$ cat src/sv/bsdc_pkg.sv
// -----------------------------------------------------------------------------
// bsdc_pkg: shared types and constants for the Bezier split block
// Request payloads, the sequencer states and the fixed-point constants.
// -----------------------------------------------------------------------------
package bsdc_pkg;

	localparam int MAX_POINTS_DEF = 16;

	// Unsigned Q1.16 one, and the half LSB added before the Q16.16 floor.
	localparam logic [16:0] T_ONE      = 17'd65536;
	localparam int          ROUND_HALF = 32768;

	typedef struct packed {
		logic signed [31:0] point_x;
		logic signed [31:0] point_y;
		logic        [16:0] split_t;
		logic               last_point;
	} point_t;

	typedef struct packed {
		logic signed [31:0] out_x;
		logic signed [31:0] out_y;
		logic               half;
		logic        [4:0]  position;
		logic               last_result;
		logic               overflow;
	} result_t;

	typedef enum logic [2:0] {
		S_IDLE,
		S_RD,
		S_MX,
		S_MY,
		S_AY,
		S_ORD,
		S_OSHOW
	} state_t;

endpackage

$ cat src/sv/bsdc_lerp.sv
// -----------------------------------------------------------------------------
// bsdc_lerp: shared interpolation unit
// One coordinate of p + t*(q - p) per use; the product is registered and the
// rounded Q16.16 sum is formed from it in the following cycle.
// -----------------------------------------------------------------------------
module bsdc_lerp (
	input  logic               clk,
	input  logic               mul_en,
	input  logic signed [31:0] p,
	input  logic signed [31:0] q,
	input  logic        [16:0] t,
	output logic signed [31:0] res
);
	import bsdc_pkg::*;

	logic signed [32:0] diff;
	logic signed [50:0] prod;
	logic signed [50:0] prod_q;
	logic signed [31:0] p_q;
	logic signed [50:0] biased;
	logic signed [50:0] shifted;

	assign diff = $signed({q[31], q}) - $signed({p[31], p});
	assign prod = diff * $signed({1'b0, t});

	always_ff @(posedge clk) begin
		if (mul_en) begin
			prod_q <= prod;
			p_q    <= p;
		end
	end

	// Arithmetic shift gives the floor, so adding half first rounds half up.
	assign biased  = prod_q + 51'(ROUND_HALF);
	assign shifted = biased >>> 16;
	assign res     = shifted[31:0] + p_q;

endmodule

$ cat config.mk
export PLATFORM = sky130hd
export DESIGN_NAME = bsdc_lerp
export DESIGN_NICKNAME = d
export VERILOG_FILES = /design/src/sv/bsdc_pkg.sv /design/src/sv/bsdc_lerp.sv
export SDC_FILE = /design/constraint.sdc
export NUM_CORES = 2
export LEC_CHECK = 0
export ABC_AREA = 1
export BUFFER_PORTS_ARGS = -buffer_cell sky130_fd_sc_hd__buf_4
export CAP_MARGIN = 20
export CORE_MARGIN = 4
export CORE_UTILIZATION = 30
export CTS_BUF_LIST = sky130_fd_sc_hd__clkbuf_4 sky130_fd_sc_hd__clkbuf_8
export DETAILED_ROUTE_END_ITERATION = 12
export GPL_TIMING_DRIVEN = 0
export PLACE_DENSITY_LB_ADDON = 0.3
export SYNTH_ARGS = -nofsm -noshare
export SYNTH_HDL_FRONTEND = slang
export SYNTH_SLANG_ARGS = --single-unit
$ cat constraint.sdc
create_clock -name clk -period 9.65 [get_ports clk]
set_clock_uncertainty 0.1 [all_clocks]
set_input_delay 0.4825 -clock clk [delete_from_list [all_inputs] [get_ports clk]]
set_output_delay 0.4825 -clock clk [all_outputs]
set_load 0.02 [all_outputs]
Yosys cells after proc, flatten, opt, wreduce, memory -nomap -nowiden
Index checks and enable logic that the tools add are counted.
Widths: inputs -> output; s select.
{"block": "totals", "regBits": 80, "latch_bits": 0, "ram_bits": 0, "romBits": 0, "output_inout_bits": 32, "memories": 0}
{"block": "op_classes", "add_sub_neg": 3, "multipliers": 1, "div_mod_pow": 0, "order_cmp": 0, "eq_ne": 0, "shifts": 0, "mux": 0, "bitwise_logic": 0, "n_reduce_logical": 0}
{"operator": "$add 48x17->48 const B", "n": 1}
{"operator": "$mul 33x18->48", "n": 1}
{"operator": "$sub 32x32->33", "n": 1}
{"operator": "$add 32x32->32", "n": 1}

Logic depth before layout (Yosys ltp)
{"block": "depth", "depth_word": 2, "mapped_depth": 44, "mapped_depth_nobuf": 44}

Worst setup path before layout
No wires, ideal clock.
{"block": "synth_path", "path_type": "input -> register", "startpoint": "in q[0]", "endpoint": "reg prod_q[46], data pin", "setup_time_ns": 0.258, "arrival_ns": 6.828, "required_ns": 9.292, "setup_slack_ns": 2.464, "path_stages": 36, "n_path_buf": 2, "cell_sequence": "inv_1 ha_1 inv_1 fa_1 nand2_1 o21ai_2 a31o_2 a21oi_1 inv_1 nand2_1 nand2_1 or2_1 buf_2 nand2_2 buf_4 nor2_1 fa_1 inv_1 fa_1 fa_1 inv_1 fa_1 fa_1 inv_1 fa_1 inv_1 ha_1 nand2_1 nor2_1 inv_1 nor4_1 nand3_1 nand3_1 nand3_1 nand3_1 xor2_1"}
{"block": "synth_between", "elab_chain_len": 2}
{"item": "from (decl)", "line_no": "bsdc_lerp.sv:10", "rtl": "input logic signed [31:0] q,"}
{"item": "$sub 32x32->33", "line_no": "bsdc_lerp.sv:23", "rtl": "assign diff = $signed({q[31], q}) - $signed({p[31], p});"}
{"item": "$mul 33x18->48", "line_no": "bsdc_lerp.sv:24", "rtl": "assign prod = diff * $signed({1'b0, t});"}
{"item": "net prod[46]", "line_no": "bsdc_lerp.sv:17", "rtl": "logic signed [50:0] prod;"}
{"item": "to (signal assigned)", "line_no": "bsdc_lerp.sv:28", "rtl": "prod_q <= prod;"}
{"item": "to (decl)", "line_no": "bsdc_lerp.sv:18", "rtl": "logic signed [50:0] prod_q;"}
The timed path passes the listed nets, and every way through them passes these cells.
A chain may end at the register's enable or synchronous reset.

Final worst setup path
{"block": "layout_path", "startpoint": "in p[17]", "endpoint": "reg prod_q[46], data pin"}
{"block": "layout_between", "elab_chain_len": 2}
{"item": "from (decl)", "line_no": "bsdc_lerp.sv:9", "rtl": "input logic signed [31:0] p,"}
{"item": "$sub 32x32->33", "line_no": "bsdc_lerp.sv:23"}
{"item": "$mul 33x18->48", "line_no": "bsdc_lerp.sv:24"}
{"item": "net prod[46]", "line_no": "bsdc_lerp.sv:17"}
The timed path passes the listed nets, and every way through them passes these cells.

==> flow_metrics.tcl <==
set metrics [dict create \
    status "finished clean" \
    crit_path_end_kind "register" \
    grt_util_met3 0.04564 \
    ant_nets 0 \
    ys_warn_count 0 \
    cts_buffer_depth 2 \
    cp.required_ns 9.71 \
    port_buffers 110 \
    grt_overflow_total 0 \
    ys_ff_latch 65 \
    io_pins 115 \
    ys_seq_area_frac 0.07616 \
    period_needed_ns 9.022 \
    hpwlAfterDp_mm 76.95 \
    numCtsBuffers 9 \
    maxSlewHeadroom 0.2287 \
    die_area_sq_um 90170 \
    area_growth_pct 9.565 \
    htree_levels 3 \
    async_reset_ff_frac 0 \
    syn_nets 4066 \
    synth.cell_area_sq_um 25630 \
    cts_root_buffer "clkbuf_8" \
    netlist.area_leader.share 0.4031 \
    vias 21340 \
    yosysUniqueCellTypes 57 \
    hold_buffers 0 \
    drc 0 \
    grt_usage 0.1981 \
    synth_top_cells_by_area "fa_1 40%, inv_1 13%, ha_1 8.5%" \
    dr.pass1.iters 6 \
    grt_pass1_wl_mm 135.0 \
    worstMarginPinSlew_ns 1.157 \
    post_cts_buffers 0 \
    drtIter0Drc 1503 \
    grt_use_met2 0.3207 \
    core_sq_um 84220 \
    cts_sinks 65 \
    yosysTopAreaCell "fa_1" \
    routedWlPerCell_microns 19.43 \
    synth-edff-count 65 \
    placementRows 106 \
    avgSynthCellArea_sq_um 7.782 \
    initial_core_util 0.3043 \
    grt_busiest_layer "met2" \
    netlist_instances 3293 \
    fp.dieH_microns 300.3 \
    slew_violations 0 \
    final_common_cell "inv_1" \
    fin_area_sq_um 28080 \
    drive_above_1_share 0.07015 \
    fmax_ghz 0.1108 \
    critPathMaxFanout 10 \
    grt_max_degree 66 \
    via_per_inst 4.685 \
    antenna_found_initial 3 \
    critPathKind "primary input to register" \
    fin_crit_sh 0.9349 \
    path_clk_slew_ns 0.07 \
    setup_viol 0 \
    grt_use_met1 0.2603 \
    routabilityCongestion 0.9516 \
    grt_pass1_vias 22830 \
    drt-total-wl_mm 88.50 \
    crit_path_top_delay_cell "xnor2_1" \
    cp.arrival_ns 9.08 \
    fin_setup_tns_ns 0 \
    final_cell_mix "879 x inv_1, 556 x nand2_1, 516 x fa_1" \
    layout.nets 4189 \
    rsz0062_at_grt "false" \
    max_stage_delay_ns 0.78 \
    hold_path_class "primary input to register" \
    cap_violations 0 \
    critPathLaunchType "primary input" \
    cts_tree "built" \
    place_area_sq_um 27890 \
    synthFlopType "edfxtp_1" \
    post_cts_resized 0 \
    hold_viol 0 \
    die_x_microns 300.3 \
]
-- sequential cells by signal, summed over array words and instances, names as in the netlist --
signal	flops
p_q	32
prod_q	33
-- path summary, 6_finish.rpt --
path   from  depth (start not counted)    endpoint  slack [ns]
max   p[17]                         31  prod_q[46]        0.63
min    p[1]                          1      p_q[1]        0.23
-- critical path, delay by kind of cell --
| family | cells | cell delay, ns |
|---|---|---|
| AOI/OAI and AO/OA | 3 | 0.83 |
| xor gates and xnor gates | 2 | 1.00 |
| adders and majority gates | 8 | 4.02 |
| buffers and inverters | 9 | 1.08 |
| and+or+nand+nor | 9 | 1.67 |
-- synthesized netlist by cell type (7+ instances only) --
| library cell | number |
|---|---|
| nor2_1 | 405 |
| edfxtp_1 | 65 |
| a21oi_1 | 110 |
| inv_1 | 879 |
| inv_2 | 7 |
| ha_1 | 174 |
| buf_2 | 12 |
| clkbuf_1 | 61 |
| nand2_1 | 556 |
| nor3_1 | 29 |
| nand4_1 | 9 |
| nand2_2 | 18 |
| a31oi_1 | 16 |
| xor2_1 | 70 |
| or2_2 | 18 |
| a21o_1 | 12 |
| o21ai_0 | 59 |
| fa_1 | 516 |
| o21bai_1 | 19 |
| xnor2_1 | 28 |
| nor2_2 | 25 |
| nand3_1 | 118 |
-- stage by stage --
stage | setup slack [ns] | utilization | cells | hold slack (ns)
2_1_floorplan | 2.464 | - | 3293 | 0.4814
5_1_grt | 0.1703 | 0.3334 | 4555 | 0.2079
3_3_place_gp | 0.1299 | 0.3309 | 4537 | 0.5812
6_report | 0.6282 | 0.3334 | 4556 | 0.2284
4_1_cts | 0.6481 | 0.3334 | 4555 | 0.2116
3_5_place_dp | 0.3178 | 0.3312 | 4539 | 0.5775
-- layout make-up --
class | count | area [sq um]
multi-input cells | 2257 | 19990
clock buffers | 9 | 123.9
fillers | 9084 | 56140
clock inverters | 7 | 61.31
diodes | 1 | 2.502
well taps | 1134 | 1419
inverters | 892 | 3348
flip-flops and latches | 65 | 1952
repair buffers | 112 | 844.6
plain buffers | 79 | 334.1
-- metal layers --
layer | vias up | routed length, microns
met2 | 854 | 39460
met4 | 2 | 3898
li1 | 9944 | -
met1 | 10380 | 37020
met5 | - | 13
met3 | 164 | 8114
-- cell families (layout without fill, tap and decap cells) --
kind of cell,after synthesis,in the layout,share of synthesized area
adder cells (fa/ha/maj),690,690,0.4880
other,0,1,0
AND/OR/NAND/NOR,1211,1211,0.1973
XOR/XNOR,102,102,0.03603
buffers and inverters,971,1099,0.1437
flip-flops,65,65,0.07616
AO/OA/AOI/OAI,254,254,0.05878
Power is not shown: default switching activity piles up to over one toggle a cycle in this logic, so the estimate is an artifact.
